**config.mk**
```make
export PLATFORM = sky130hd
export DESIGN_NAME = signed_integer_radix_print
export DESIGN_NICKNAME = d
export VERILOG_FILES = /design/src/rtl/sirp_pkg.sv /design/src/rtl/sirp_cfg.sv /design/src/rtl/sirp_front.sv /design/src/rtl/sirp_queue.sv /design/src/rtl/sirp_back.sv /design/src/rtl/signed_integer_radix_print.sv
export VERILOG_INCLUDE_DIRS = /design/src /design/src/rtl
export SDC_FILE = /design/constraint.sdc
export NUM_CORES = 2
export LEC_CHECK = 0
export BUFFER_PORTS_ARGS = -buffer_cell sky130_fd_sc_hd__buf_2
export CORE_ASPECT_RATIO = 1.1
export CORE_MARGIN = 2
export CORE_UTILIZATION = 45
export CTS_CLUSTER_SIZE = 28
export DETAILED_ROUTE_END_ITERATION = 10
export PLACE_DENSITY = 0.72
export SYNTH_ARGS = -nofsm -noshare
export SYNTH_HDL_FRONTEND = slang
export SYNTH_MEMORY_MAX_BITS = 65536
export SYNTH_SLANG_ARGS = --single-unit
```
**constraint.sdc**
```tcl
create_clock -name clk -period 9.2 [get_ports clk]
set_input_delay 1.38 -clock clk [delete_from_list [all_inputs] [get_ports clk]]
set_output_delay 1.38 -clock clk [all_outputs]
set_load 0.01 [all_outputs]
```
**src/rtl/signed_integer_radix_print_macros.svh**
```systemverilog
// assertion macros shared by the radix printer modules
`ifndef SIGNED_INTEGER_RADIX_PRINT_MACROS_SVH
`define SIGNED_INTEGER_RADIX_PRINT_MACROS_SVH

// same-cycle implication, checked outside reset
`define SIRP_ASSERT_NOW(label, clock, reset, ante, cons) \
  label: assert property (@(posedge clock) disable iff (reset) (ante) |-> (cons)) \
    else $error("%m: same-cycle check failed");

// next-cycle implication, checked outside reset
`define SIRP_ASSERT_NEXT(label, clock, reset, ante, cons) \
  label: assert property (@(posedge clock) disable iff (reset) (ante) |=> (cons)) \
    else $error("%m: next-cycle check failed");

`endif

```
**src/rtl/sirp_pkg.sv**
```systemverilog
// types, constants and helper functions for the signed radix printer
package sirp_pkg;

  localparam int unsigned ADDR_W          = 5;
  localparam int unsigned DATA_W          = 64;
  localparam int unsigned RADIX_W         = 5;
  localparam int unsigned VALUE_W         = 32;
  localparam int unsigned CHAR_W          = 8;
  localparam int unsigned NUM_CHARS       = 16;
  localparam int unsigned DIGIT_W         = 4;
  localparam int unsigned POS_W           = 5;
  localparam int unsigned WORK_W          = VALUE_W + 1;
  localparam int unsigned DEC_W           = 34;
  localparam int unsigned QUEUE_DEPTH_DEF = 2;

  // register indexes, taken from paddr[4:3]
  typedef logic [1:0] reg_idx_t;
  localparam reg_idx_t REG_RADIX_LEN  = 2'd0;
  localparam reg_idx_t REG_ALPHA_LOW  = 2'd1;
  localparam reg_idx_t REG_ALPHA_HIGH = 2'd2;

  // radix length codes
  localparam logic [RADIX_W-1:0] LEN_BIN = 5'd2;
  localparam logic [RADIX_W-1:0] LEN_OCT = 5'd8;
  localparam logic [RADIX_W-1:0] LEN_DEC = 5'd10;
  localparam logic [RADIX_W-1:0] LEN_HEX = 5'd16;

  localparam logic [CHAR_W-1:0] MINUS_CHAR = 8'h2D;
  localparam logic [CHAR_W-1:0] PLUS_CHAR  = 8'h2B;

  // top digit position of a full 32-bit magnitude per radix
  localparam logic [POS_W-1:0] TOP_POS_BIN = 5'd31;
  localparam logic [POS_W-1:0] TOP_POS_OCT = 5'd10;
  localparam logic [POS_W-1:0] TOP_POS_DEC = 5'd9;
  localparam logic [POS_W-1:0] TOP_POS_HEX = 5'd7;

  typedef enum logic [1:0] {
    RADIX_BIN,
    RADIX_OCT,
    RADIX_DEC,
    RADIX_HEX
  } radix_t;

  typedef enum logic [1:0] {
    BK_IDLE,
    BK_SIGN,
    BK_DIGIT
  } back_state_t;

  typedef struct packed {
    logic [RADIX_W-1:0] radix_len;
    logic [DATA_W-1:0]  alpha_low;
    logic [DATA_W-1:0]  alpha_high;
  } cfg_t;

  typedef struct packed {
    radix_t             radix;
    logic               neg;
    logic [VALUE_W-1:0] mag;
  } item_t;

  // alphabet character for digit k
  function automatic logic [CHAR_W-1:0] alpha_char(cfg_t cfg, logic [DIGIT_W-1:0] k);
    logic [2*DATA_W-1:0] all;
    all = {cfg.alpha_high, cfg.alpha_low};
    return all[k*CHAR_W +: CHAR_W];
  endfunction

  // power of ten at a decimal position
  function automatic logic [DEC_W-1:0] dec_pow(logic [3:0] pos);
    logic [DEC_W-1:0] p;
    case (pos)
      4'd0:    p = 34'd1;
      4'd1:    p = 34'd10;
      4'd2:    p = 34'd100;
      4'd3:    p = 34'd1000;
      4'd4:    p = 34'd10000;
      4'd5:    p = 34'd100000;
      4'd6:    p = 34'd1000000;
      4'd7:    p = 34'd10000000;
      4'd8:    p = 34'd100000000;
      4'd9:    p = 34'd1000000000;
      default: p = '0;
    endcase
    return p;
  endfunction

  // first digit position for a radix
  function automatic logic [POS_W-1:0] top_pos(radix_t r);
    logic [POS_W-1:0] p;
    case (r)
      RADIX_BIN: p = TOP_POS_BIN;
      RADIX_OCT: p = TOP_POS_OCT;
      RADIX_DEC: p = TOP_POS_DEC;
      RADIX_HEX: p = TOP_POS_HEX;
      default:   p = TOP_POS_BIN;
    endcase
    return p;
  endfunction

endpackage

```
**src/rtl/sirp_cfg.sv**
```systemverilog
// apb configuration registers: radix length and digit alphabet
module sirp_cfg (
  input  logic                        clk,
  input  logic                        rst,
  input  logic                        psel,
  input  logic                        penable,
  input  logic                        pwrite,
  input  logic [sirp_pkg::ADDR_W-1:0] paddr,
  input  logic [sirp_pkg::DATA_W-1:0] pwdata,
  output logic [sirp_pkg::DATA_W-1:0] prdata,
  output logic                        pready,
  output sirp_pkg::cfg_t              cfg
);
  import sirp_pkg::*;

  logic [RADIX_W-1:0] radix_len;
  logic [DATA_W-1:0]  alpha_low;
  logic [DATA_W-1:0]  alpha_high;
  reg_idx_t           idx;
  logic               wr_en;

  assign idx    = paddr[ADDR_W-1:3];
  assign pready = 1'b1;
  assign wr_en  = psel && penable && pwrite && pready;

  // register writes on the access cycle
  always_ff @(posedge clk) begin
    if (rst) begin
      radix_len  <= '0;
      alpha_low  <= '0;
      alpha_high <= '0;
    end else if (wr_en) begin
      case (idx)
        REG_RADIX_LEN:  radix_len  <= pwdata[RADIX_W-1:0];
        REG_ALPHA_LOW:  alpha_low  <= pwdata;
        REG_ALPHA_HIGH: alpha_high <= pwdata;
        default:        ;
      endcase
    end
  end

  // read mux
  always_comb begin
    case (idx)
      REG_RADIX_LEN:  prdata = {{(DATA_W-RADIX_W){1'b0}}, radix_len};
      REG_ALPHA_LOW:  prdata = alpha_low;
      REG_ALPHA_HIGH: prdata = alpha_high;
      default:        prdata = '0;
    endcase
  end

  assign cfg.radix_len  = radix_len;
  assign cfg.alpha_low  = alpha_low;
  assign cfg.alpha_high = alpha_high;

endmodule

```
**src/rtl/sirp_front.sv**
```systemverilog
// front end: accepts values, checks the alphabet and classifies the radix
module sirp_front (
  input  logic                         start,
  input  logic [sirp_pkg::VALUE_W-1:0] value,
  input  sirp_pkg::cfg_t               cfg,
  input  logic                         q_full,
  output logic                         busy,
  output logic                         push,
  output sirp_pkg::item_t              item
);
  import sirp_pkg::*;

  logic   len_ok;
  logic   alpha_ok;
  radix_t radix;
  logic   neg;

  // radix from alphabet length
  always_comb begin
    len_ok = 1'b1;
    case (cfg.radix_len)
      LEN_BIN: radix = RADIX_BIN;
      LEN_OCT: radix = RADIX_OCT;
      LEN_DEC: radix = RADIX_DEC;
      LEN_HEX: radix = RADIX_HEX;
      default: begin
        radix  = RADIX_BIN;
        len_ok = 1'b0;
      end
    endcase
  end

  // sign characters and repeats among the characters in use
  always_comb begin
    alpha_ok = 1'b1;
    for (int i = 0; i < NUM_CHARS; i++) begin
      if (RADIX_W'(i) < cfg.radix_len) begin
        if (alpha_char(cfg, DIGIT_W'(i)) == MINUS_CHAR ||
            alpha_char(cfg, DIGIT_W'(i)) == PLUS_CHAR) begin
          alpha_ok = 1'b0;
        end
        for (int j = i + 1; j < NUM_CHARS; j++) begin
          if (RADIX_W'(j) < cfg.radix_len &&
              alpha_char(cfg, DIGIT_W'(i)) == alpha_char(cfg, DIGIT_W'(j))) begin
            alpha_ok = 1'b0;
          end
        end
      end
    end
  end

  // sign and magnitude; the most negative value wraps to 2^31 unsigned
  assign neg        = value[VALUE_W-1];
  assign item.radix = radix;
  assign item.neg   = neg;
  assign item.mag   = neg ? (VALUE_W'(0) - value) : value;

  // values under a bad alphabet are dropped here and print nothing
  assign busy = q_full;
  assign push = start && !busy && len_ok && alpha_ok;

endmodule

```
**src/rtl/sirp_queue.sv**
```systemverilog
// short queue of classified values between front and back end
`include "signed_integer_radix_print_macros.svh"
module sirp_queue #(
  parameter int unsigned DEPTH = sirp_pkg::QUEUE_DEPTH_DEF
) (
  input  logic            clk,
  input  logic            rst,
  input  logic            push,
  input  sirp_pkg::item_t push_item,
  input  logic            pop,
  output logic            full,
  output logic            valid,
  output sirp_pkg::item_t head
);
  import sirp_pkg::*;

  localparam int unsigned PTR_W = (DEPTH > 1) ? $clog2(DEPTH) : 1;
  localparam int unsigned CNT_W = $clog2(DEPTH + 1);

  item_t            entries [DEPTH];
  logic [PTR_W-1:0] wr_ptr;
  logic [PTR_W-1:0] rd_ptr;
  logic [CNT_W-1:0] count;

  // pointers and fill count
  always_ff @(posedge clk) begin
    if (rst) begin
      wr_ptr <= '0;
      rd_ptr <= '0;
      count  <= '0;
    end else begin
      if (push) begin
        wr_ptr <= (wr_ptr == PTR_W'(DEPTH - 1)) ? '0 : wr_ptr + 1'b1;
      end
      if (pop) begin
        rd_ptr <= (rd_ptr == PTR_W'(DEPTH - 1)) ? '0 : rd_ptr + 1'b1;
      end
      if (push && !pop) begin
        count <= count + 1'b1;
      end else if (pop && !push) begin
        count <= count - 1'b1;
      end
    end
  end

  // entry storage
  always_ff @(posedge clk) begin
    if (push) begin
      entries[wr_ptr] <= push_item;
    end
  end

  assign head  = entries[rd_ptr];
  assign valid = (count != '0);
  assign full  = (count == CNT_W'(DEPTH));

  `SIRP_ASSERT_NOW(a_no_overflow, clk, rst, push, !full)
  `SIRP_ASSERT_NOW(a_no_underflow, clk, rst, pop, valid)
  `SIRP_ASSERT_NEXT(a_count_bound, clk, rst, 1'b1, count <= CNT_W'(DEPTH))

endmodule

```
**src/rtl/sirp_back.sv**
```systemverilog
// back end: produces one digit position per cycle, most significant first
`include "signed_integer_radix_print_macros.svh"
module sirp_back (
  input  logic                        clk,
  input  logic                        rst,
  input  sirp_pkg::cfg_t              cfg,
  input  logic                        q_valid,
  input  sirp_pkg::item_t             q_item,
  output logic                        q_pop,
  output logic                        strobe,
  output logic [sirp_pkg::CHAR_W-1:0] character,
  output logic                        last
);
  import sirp_pkg::*;

  back_state_t        state;
  back_state_t        state_next;
  radix_t             radix;
  logic [WORK_W-1:0]  work;
  logic [WORK_W-1:0]  work_next;
  logic [POS_W-1:0]   pos;
  logic               started;
  logic [DIGIT_W-1:0] digit;
  logic [DIGIT_W-1:0] dec_digit;
  logic [DEC_W-1:0]   mult [10];
  logic [DEC_W-1:0]   dec_rem;
  logic               emit;
  logic               strobe_next;
  logic [CHAR_W-1:0]  character_next;
  logic               last_next;

  // decimal digit: compare remainder against all nine multiples of the place value
  always_comb begin
    mult[0]   = '0;
    dec_digit = '0;
    for (int j = 1; j < 10; j++) begin
      mult[j] = dec_pow(pos[3:0]) * DEC_W'(j);
    end
    for (int j = 1; j < 10; j++) begin
      if ({1'b0, work} >= mult[j]) begin
        dec_digit = DIGIT_W'(j);
      end
    end
    dec_rem = {1'b0, work} - mult[dec_digit];
  end

  // digit at the current position and the work word for the next one
  always_comb begin
    case (radix)
      RADIX_BIN: begin
        digit     = {3'b000, work[VALUE_W-1]};
        work_next = work << 1;
      end
      RADIX_OCT: begin
        digit     = {1'b0, work[WORK_W-1 -: 3]};
        work_next = work << 3;
      end
      RADIX_HEX: begin
        digit     = work[VALUE_W-1 -: 4];
        work_next = work << 4;
      end
      RADIX_DEC: begin
        digit     = dec_digit;
        work_next = dec_rem[WORK_W-1:0];
      end
      default: begin
        digit     = '0;
        work_next = work;
      end
    endcase
  end

  // leading zeros are skipped, the units digit always prints
  assign emit = started || (digit != '0) || (pos == '0);

  // next state
  always_comb begin
    case (state)
      BK_IDLE: begin
        if (q_valid) begin
          state_next = q_item.neg ? BK_SIGN : BK_DIGIT;
        end else begin
          state_next = BK_IDLE;
        end
      end
      BK_SIGN:  state_next = BK_DIGIT;
      BK_DIGIT: state_next = (pos == '0) ? BK_IDLE : BK_DIGIT;
      default:  state_next = BK_IDLE;
    endcase
  end

  // outputs per state
  always_comb begin
    q_pop          = 1'b0;
    strobe_next    = 1'b0;
    character_next = alpha_char(cfg, digit);
    last_next      = 1'b0;
    case (state)
      BK_IDLE: q_pop = q_valid;
      BK_SIGN: begin
        strobe_next    = 1'b1;
        character_next = MINUS_CHAR;
      end
      BK_DIGIT: begin
        strobe_next = emit;
        last_next   = (pos == '0);
      end
      default: ;
    endcase
  end

  // state and digit walk
  always_ff @(posedge clk) begin
    if (rst) begin
      state   <= BK_IDLE;
      started <= 1'b0;
    end else begin
      state <= state_next;
      if (q_pop) begin
        started <= 1'b0;
      end else if (state == BK_DIGIT && emit) begin
        started <= 1'b1;
      end
    end
  end

  always_ff @(posedge clk) begin
    if (q_pop) begin
      radix <= q_item.radix;
      work  <= {1'b0, q_item.mag};
      pos   <= top_pos(q_item.radix);
    end else if (state == BK_DIGIT) begin
      work <= work_next;
      pos  <= pos - 1'b1;
    end
  end

  // registered result
  always_ff @(posedge clk) begin
    if (rst) begin
      strobe <= 1'b0;
    end else begin
      strobe <= strobe_next;
    end
  end

  always_ff @(posedge clk) begin
    character <= character_next;
    last      <= last_next;
  end

  `SIRP_ASSERT_NEXT(a_sign_not_last, clk, rst, state == BK_SIGN, strobe && !last)
  `SIRP_ASSERT_NEXT(a_units_is_last, clk, rst, state == BK_DIGIT && pos == '0, strobe && last)
  `SIRP_ASSERT_NEXT(a_gap_after_last, clk, rst, strobe && last, !strobe)

endmodule

```
**src/rtl/signed_integer_radix_print.sv**
```systemverilog
// top level of the signed radix printer
//
//   port group        dir  transaction
//   ----------------  ---  ----------------------------------------------
//   start/busy/value  in   one value taken when start is high, busy low
//   strobe/character  out  one character per strobe cycle, last on final
//   psel..pready      cfg  apb registers at 0x00, 0x08, 0x10 (64-bit data)
//
// a value passes through the queue pop, a minus sign if negative, then the
// back end digit walk, one digit position per cycle over the 32 binary, 11
// octal, 10 decimal or 8 hex positions of the radix. a minus sign or a
// nonzero top digit follows the queue pop and leaves through the registered
// output; leading zero positions before it are walked without a strobe.
// busy is high while the value queue is full; values under a bad alphabet
// are dropped at the front and print nothing.
// reset clears the registers, the queue and the back end; the receiver cannot
// stall, one character leaves per strobe cycle.
module signed_integer_radix_print #(
  parameter int unsigned QUEUE_DEPTH = sirp_pkg::QUEUE_DEPTH_DEF
) (
  input  logic                         clk,
  input  logic                         rst,
  input  logic                         start,
  output logic                         busy,
  input  logic [sirp_pkg::VALUE_W-1:0] value,
  output logic                         strobe,
  output logic [sirp_pkg::CHAR_W-1:0]  character,
  output logic                         last,
  input  logic                         psel,
  input  logic                         penable,
  input  logic                         pwrite,
  input  logic [sirp_pkg::ADDR_W-1:0]  paddr,
  input  logic [sirp_pkg::DATA_W-1:0]  pwdata,
  output logic [sirp_pkg::DATA_W-1:0]  prdata,
  output logic                         pready
);
  import sirp_pkg::*;

  cfg_t  cfg;
  item_t push_item;
  item_t head;
  logic  push;
  logic  pop;
  logic  q_full;
  logic  q_valid;

  // configuration registers
  sirp_cfg u_cfg (
    .clk     (clk),
    .rst     (rst),
    .psel    (psel),
    .penable (penable),
    .pwrite  (pwrite),
    .paddr   (paddr),
    .pwdata  (pwdata),
    .prdata  (prdata),
    .pready  (pready),
    .cfg     (cfg)
  );

  // accept and classify
  sirp_front u_front (
    .start  (start),
    .value  (value),
    .cfg    (cfg),
    .q_full (q_full),
    .busy   (busy),
    .push   (push),
    .item   (push_item)
  );

  // value queue
  sirp_queue #(
    .DEPTH (QUEUE_DEPTH)
  ) u_queue (
    .clk       (clk),
    .rst       (rst),
    .push      (push),
    .push_item (push_item),
    .pop       (pop),
    .full      (q_full),
    .valid     (q_valid),
    .head      (head)
  );

  // digit generation
  sirp_back u_back (
    .clk       (clk),
    .rst       (rst),
    .cfg       (cfg),
    .q_valid   (q_valid),
    .q_item    (head),
    .q_pop     (pop),
    .strobe    (strobe),
    .character (character),
    .last      (last)
  );

endmodule
```
# [After elaboration in Yosys (flattened, before gate mapping)]
# Memory sizes are Yosys's and may differ from the RTL's. A register that Yosys moved wholly into a read port is not among the register bits.
# Index checks and enable logic that the tools add are counted.
[op_classes] n_addsub=7 n_mul=5 order_cmp=26 eq_ne=167 n_shift=1 muxes=198 bitwise_logic=1 n_reduce_logical=163
[ops] operator="$eq A8 B8 Y1" count=120
[ops] operator="$ge A33 B34 Y1" count=9
[ops] operator="$eq A8 B6 Y1 const B" count=32
[ops] operator="$pmux W64 S3" count=1
[ops] operator="$mux W1" count=161
[ops] operator="$bmux W34 S4" count=1
[ops] operator="$pmux W33 S4" count=1
[ops] operator="$logic_and A1 B1 Y1" count=128
[ops] operator="$shiftx A128 B8 Y8" count=1
[ops] operator="$mux W32" count=3
[ops] operator="$mul A34 B3 Y34 const B" count=2
[ops] operator="$mux W4" count=17
[ops] operator="$mux W33" count=2
[ops] operator="$lt A4 B5 Y1 const A" count=8
[ops] operator="$mul A34 B2 Y33 const B" count=1
[ops] operator="$mul A34 B2 Y34 const B" count=1
[ops] operator="$mul A34 B4 Y34 const B" count=1
[ops] operator="$sub A33 B33 Y33" count=1
[ops] operator="$sub A1 B32 Y32 const A" count=1
[ops] operator="$lt A3 B5 Y1 const A" count=4
[ops] operator="$pmux W5 S4" count=1
[ops] operator="$logic_or A1 B1 Y1" count=18
[ops] operator="$pmux W4 S4" count=1
[ops] operator="$eq A2 B2 Y1 const B" count=7
[ops] operator="other kinds (24)" count=46
[word_totals] ff_bits=190 ramBits=70 rom_bits=4320 in_bits=107 out_inout_bits=76 word_cells=593 n_memories=10
[memory_table] name="(no name shown)" words=16 word_bits=30 read_ports=1 rd_clocked_by_memory_dff=1 wr=0 line="sirp_pkg.sv:72" source="case (pos)"
[memory_table] name="(no name shown)" words=16 word_bits=30 read_ports=1 rd_clocked_by_memory_dff=1 wr=0 line="sirp_pkg.sv:72"
[memory_table] name="(no name shown)" words=16 word_bits=30 read_ports=1 rd_clocked_by_memory_dff=1 wr=0 line="sirp_pkg.sv:72"
[memory_table] name="(no name shown)" words=16 word_bits=30 read_ports=1 rd_clocked_by_memory_dff=1 wr=0 line="sirp_pkg.sv:72"
[memory_table] name="(no name shown)" words=16 word_bits=30 read_ports=1 rd_clocked_by_memory_dff=1 wr=0 line="sirp_pkg.sv:72"
[memory_table] name="(no name shown)" words=16 word_bits=30 read_ports=1 rd_clocked_by_memory_dff=1 wr=0 line="sirp_pkg.sv:72"
[memory_table] name="+4 memories"

# [Depth between registers and ports, before layout]
[depth] word_depth=159 mapped_depth=42

# [Hierarchy]
# A second synthesis with hierarchy kept.
[unflattened] cells_unflattened=5083 hier_area_um2=42757.3
[by_module_without_submodules] mod="sirp_back" n_inst=1 cells_each=2550 area_per_inst_um2=20568.5 seq_area_each_um2=1911.8
[by_module_without_submodules] mod="sirp_front" n_inst=1 cells_each=1804 area_per_inst_um2=13272.7 seq_area_each_um2=0.0
[by_module_without_submodules] mod="sirp_cfg" n_inst=1 cells_each=598 area_per_inst_um2=6170.9 seq_area_each_um2=2662.6
[by_module_without_submodules] mod="sirp_queue" n_inst=1 cells_each=131 area_per_inst_um2=2745.1 seq_area_each_um2=2202.1

# [Least setup slack after synthesis]
# Ideal clock, no wire load.
[synth_path] kind="register to register" start="register, netlist name u_back.mult[44]" end="register u_back.work[31] (data pin)" t_arrival_ps=8626 t_required_ps=8939 slack_ps=314 path_stages_with_launch=40 path_buffers=2 synth_period_minus_slack_ps=8886 cell_sequence="dfxtp_1 > ha_1 > ha_1 > or4_1 > o2111ai_1 > a21oi_1 > o21ai_0 > a21boi_0 > a211oi_1 > o21ai_0 > a41oi_1 > xor2_1 > ha_1 > nand4_1 > or4_1 > o31a_1 > o21ai_0 > a31oi_1 > [4 not listed] > buf_2 > nor2_1 > a211oi_1 > o21ai_0 > nand3_1 > ha_1 > a21o_1 > a21o_1 > a21oi_1 > nand2_1 > o31a_1 > a21o_1 > a221oi_1 > a21oi_1 > a21o_1 > a31o_2 > xor2_1 > a221o_1"
[synth_via] elab_chain_cells=11
[synth_lines] element="$ge A33 B34 Y1" line="sirp_back.sv:40" source="if ({1'b0, work} >= mult[j]) begin"
[synth_lines] element="$mux W4 (2 in a row)" line="sirp_back.sv:40"
[synth_lines] element="$not A4 Y5 (implied by the code)" line="sirp_back.sv:44" source="dec_rem = {1'b0, work} - mult[dec_digit];"
[synth_lines] element="$bmux W34 S4 (*)" line="sirp_back.sv:44"
[synth_lines] element="$mux W33 (implied by the code) (*) (2 in a row)" line="sirp_back.sv:44"
[synth_lines] element="$sub A33 B33 Y33 (*)" line="sirp_back.sv:44"
[synth_lines] element="$pmux W33 S4 (*)" line="sirp_back.sv:49" source="case (radix)"
[synth_lines] element="$mux W32 (*)" line="sirp_back.sv:132" source="end else if (state == BK_DIGIT) begin"
[synth_lines] element="$mux W32 (*)" line="sirp_back.sv:128" source="if (q_pop) begin"
[synth_lines] element="end signal, assigned" line="sirp_back.sv:130" source="work <= {1'b0, q_item.mag};"
[synth_lines] element="end signal, assigned" line="sirp_back.sv:133" source="work <= work_next;"
[synth_lines] element="end, declared" line="sirp_back.sv:19" source="logic [WORK_W-1:0] work;"
# Every way passes the cells marked *; elsewhere a longest branch is shown, timed or not. The select of a mux whose other input is x is not followed.
# A chain may end at the register's enable or synchronous reset.

# [Worst setup path in the final report]
[layout_path] start="register, netlist name u_back.mult[43]" end="register u_back.work[30] (data pin)"
[layout_via] elab_chain_cells=11
[layout_lines] element="$ge A33 B34 Y1" line="sirp_back.sv:40"
[layout_lines] element="$mux W4 (2 in a row)" line="sirp_back.sv:40"
[layout_lines] element="$not A4 Y5 (implied by the code)" line="sirp_back.sv:44"
[layout_lines] element="$bmux W34 S4 (*)" line="sirp_back.sv:44"
[layout_lines] element="$mux W33 (implied by the code) (*) (2 in a row)" line="sirp_back.sv:44"
[layout_lines] element="$sub A33 B33 Y33 (*)" line="sirp_back.sv:44"
[layout_lines] element="$pmux W33 S4 (*)" line="sirp_back.sv:49"
[layout_lines] element="$mux W32 (*)" line="sirp_back.sv:132"
[layout_lines] element="$mux W32 (*)" line="sirp_back.sv:128"
# Marked as above.

==> metrics.cfg <==
[status]
status=completed

[worst_setup_path]
crit_start=u_back.mult[43]
cp_max_fo=10
slowest_stage=o311ai_0
r2r_start=u_back.mult[43]
start_kind=register
timing.critical_path.mode_cell=buf_4
critPathArrivalTime_ns=9.53
worstSetupPathType=register to register
crit_required_ns=9.58
slowest_delay_ns=0.84
cp-end-kind=register

[clock_tree]
clock_path_buffers=3
h-tree-depth=2
root_buffer=clkbuf_16
path_clk_slew_ns=0.06
cts_tree=done
clock-sinks=284
clock_latency_ns=0.59
cts_made_buffers=34

[timing]
setup_tns_ns=0
period_needed_ns=9.151
clock.fmax_ghz=0.1093
slew_violations=0
tightest_slew_ns=1.261
fin_hold_ws_ns=0.4534
hold_viol=0
setup_viol=0
period_share_pct=99.46
finClkSkew_ns=0.03863
maxSlewHeadroom_pct=15.65

[floorplanning]
die_x_um=292.4
row_count=116
die_h_um=321.2
fp.coreArea_mm2=0.09086
fp.dieArea_mm2=0.09392
initial_core_util_pct=45.31
ios=183

[cells_and_area]
regArea_mm2=0.006793
num-fill-cells=8501
drive_above_1_share_pct=18.39
syn_to_final_growth_pct=18.25
nets=6198
multi_input_comb_area_mm2=0.03291

[detailed_routing]
routed_wl_um=179400
vias=44300
drtPass1Iterations=10
drtAntennaViolNets=0
detail_route.iter0.violations=5238
wl_per_cell_um=26.26
drc=0
routed_via_density=6.484

[placed_design]
gp_congestion=1.053
numPortBuffers=178
dp_hpwl_um=128100

[min_path]
hp-start=u_cfg.alpha_high[12]
min_path_type=register to register

[synthesis]
synth_edf_count=109
postSynthAreaPerCell_um2=7.938
synthDistinctLibCells=87
ys_warn_count=0
syn_inst=5186
synth_flop_cell=dfxtp_1
ys_ff_latch=284
yosysSeqAreaShare_pct=16.46
netlist_area_mm2=0.04117
synthArstFlopShare_pct=0
syn_nets=5764

[pwr]
powerDensity_mw_per_mm2=377.6
power_frac_seq_pct=11.1
switching_share_pct=51.00
ir_drop_v=0.0003320
p_clk_share_pct=7.8
p_int_mw=9.007
switching_power_mw=9.375
p_comb_share_pct=81.1
leakage_nw=21.28

[flow_run]
drv_cap=0

[global_route]
grt_max_degree=74
grt_pass1_wl_um=263900
grt_pass1_vias=42220
grt_antenna_before_repair=12
track_usage_pct=36.71
overflow=0

==> sequential cells by signal, summed over array words and instances (netlist names), 2 cells and up, named ones only <==
name,flops
u_queue.entries,70
u_cfg.alpha_high,64
u_cfg.alpha_low,64
u_back.work,33
u_back.mult,23
u_back.character,8
u_back.pos,5
u_cfg.radix_len,5
u_back.radix,2
u_back.state,2
u_queue.count,2
==> cell usage in the layout, fill, tap and decap left out, drive strengths merged, types with 29 or more instances in the layout <==
| master | instances |
|---|---|
| clkbuf | 45 |
| a211oi | 48 |
| xnor2 | 763 |
| dfxtp | 175 |
| xor2 | 370 |
| a21oi | 374 |
| nand4 | 219 |
| nand2b | 35 |
| a31oi | 59 |
| and3 | 29 |
| a21o | 87 |
| nor4 | 117 |
| a22o | 62 |
| nor2 | 215 |
| nand3 | 151 |
| nand2 | 484 |
| inv | 117 |
| edfxtp | 109 |
| ha | 443 |
| o21ai | 246 |
| mux2i | 98 |
| buf | 812 |
| nor2b | 34 |
| nor3 | 104 |
| o211ai | 39 |
==> metrics by stage <==
stage | setup slack, ns | power, mW | utilization [%] | std cells | instance area [um^2]
floorplan | 0.3136 | 10.19 | - | 5186 | 41170
global placement | -0.5581 | 15.64 | 51.40 | 6739 | 46700
detailed placement | -0.8071 | 15.81 | 51.40 | 6739 | 46700
CTS | 0.007199 | 17.52 | 52.91 | 6805 | 48070
global route | -0.09711 | 19.59 | 53.57 | 6830 | 48670
finish | 0.04922 | 18.38 | 53.58 | 6833 | 48680
==> synth_stat cells, drive strengths merged (109+ instances only) <==
cell type	instances	area, um^2
xnor2	763	6683
nand2	484	1817
ha	443	5543
a21oi	374	1887
xor2	370	3241
o21ai	246	1231
clkbuf	240	900.9
nand4	219	1370
nor2	214	822.0
buf	176	721.9
dfxtp	175	3503
nand3	151	755.7
nor4	117	732.0
inv	112	420.4
edfxtp	109	3273
==> area by class of cell <==
type	instances	share of cell area (%)
Antenna cell	8	0.04112
Timing Repair Buffer	813	12.09
Clock buffer	44	1.887
Sequential cell	284	13.95
Tap cell	1180	3.033
Clock inverter	17	0.5038
Inverter	115	0.8867
Multi-Input combinational cell	4372	67.61
==> final timing paths <==
kind | end | slack [ns] | cells past startpoint
hold / removal | u_cfg.alpha_high[12] | 0.45 | 2
setup / recovery | u_back.work[30] | 0.05 | 38
hold reg to reg | u_cfg.alpha_high[12] | 0.45 | 2
setup reg to reg | u_back.work[30] | 0.05 | 38
==> layer usage <==
metal,up-vias,GRT usage (%),routed length [um]
met5,-,0.1038,65
met2,2991,57.38,77230
met3,1064,8.865,21020
li1,19530,-,-
met1,20710,43.32,64040
met4,10,28.58,17060
==> kinds of logic after synthesis <==
logic type | synth area share, %
AOI/OAI and AO/OA | 17.65
xor gates and xnor gates | 24.10
adders and majority gates | 14.83
buffers and inverters | 4.991
DFF | 16.46
muxes | 3.915
other | 0.009109
and+or+nand+nor | 18.04
==> power by group through the flow <==
| stage | combinational [mW] | clock, mW | sequential, mW |
|---|---|---|---|
| floorplan | 8.25 | 0 | 1.94 |
| global placement | 13.6 | 0 | 2.03 |
| detailed placement | 13.8 | 0 | 2.04 |
| CTS | 14.1 | 1.45 | 2.01 |
| global route | 16.1 | 1.49 | 2.04 |
| finish | 14.9 | 1.43 | 2.04 |
==> critical path, delay by kind of cell (launching register included) <==
family	cells	cell delay, ns
compound gates	12	3.39
xor+xnor	1	0.11
fa+ha+maj	4	0.97
buf+inv	9	1.59
flops	1	0.32
simple gates	12	2.58
==> timing repair <==
item / CTS / global route
setup endpoints to repair: 24 / 24
hold buffers: 0 / 0
pin swaps: 15 / 69
gates resized for setup: 49 / 107
setup buffers: 5 / 17
cloned: 0 / 2
Note: power is estimated with default switching activity, not from simulation.
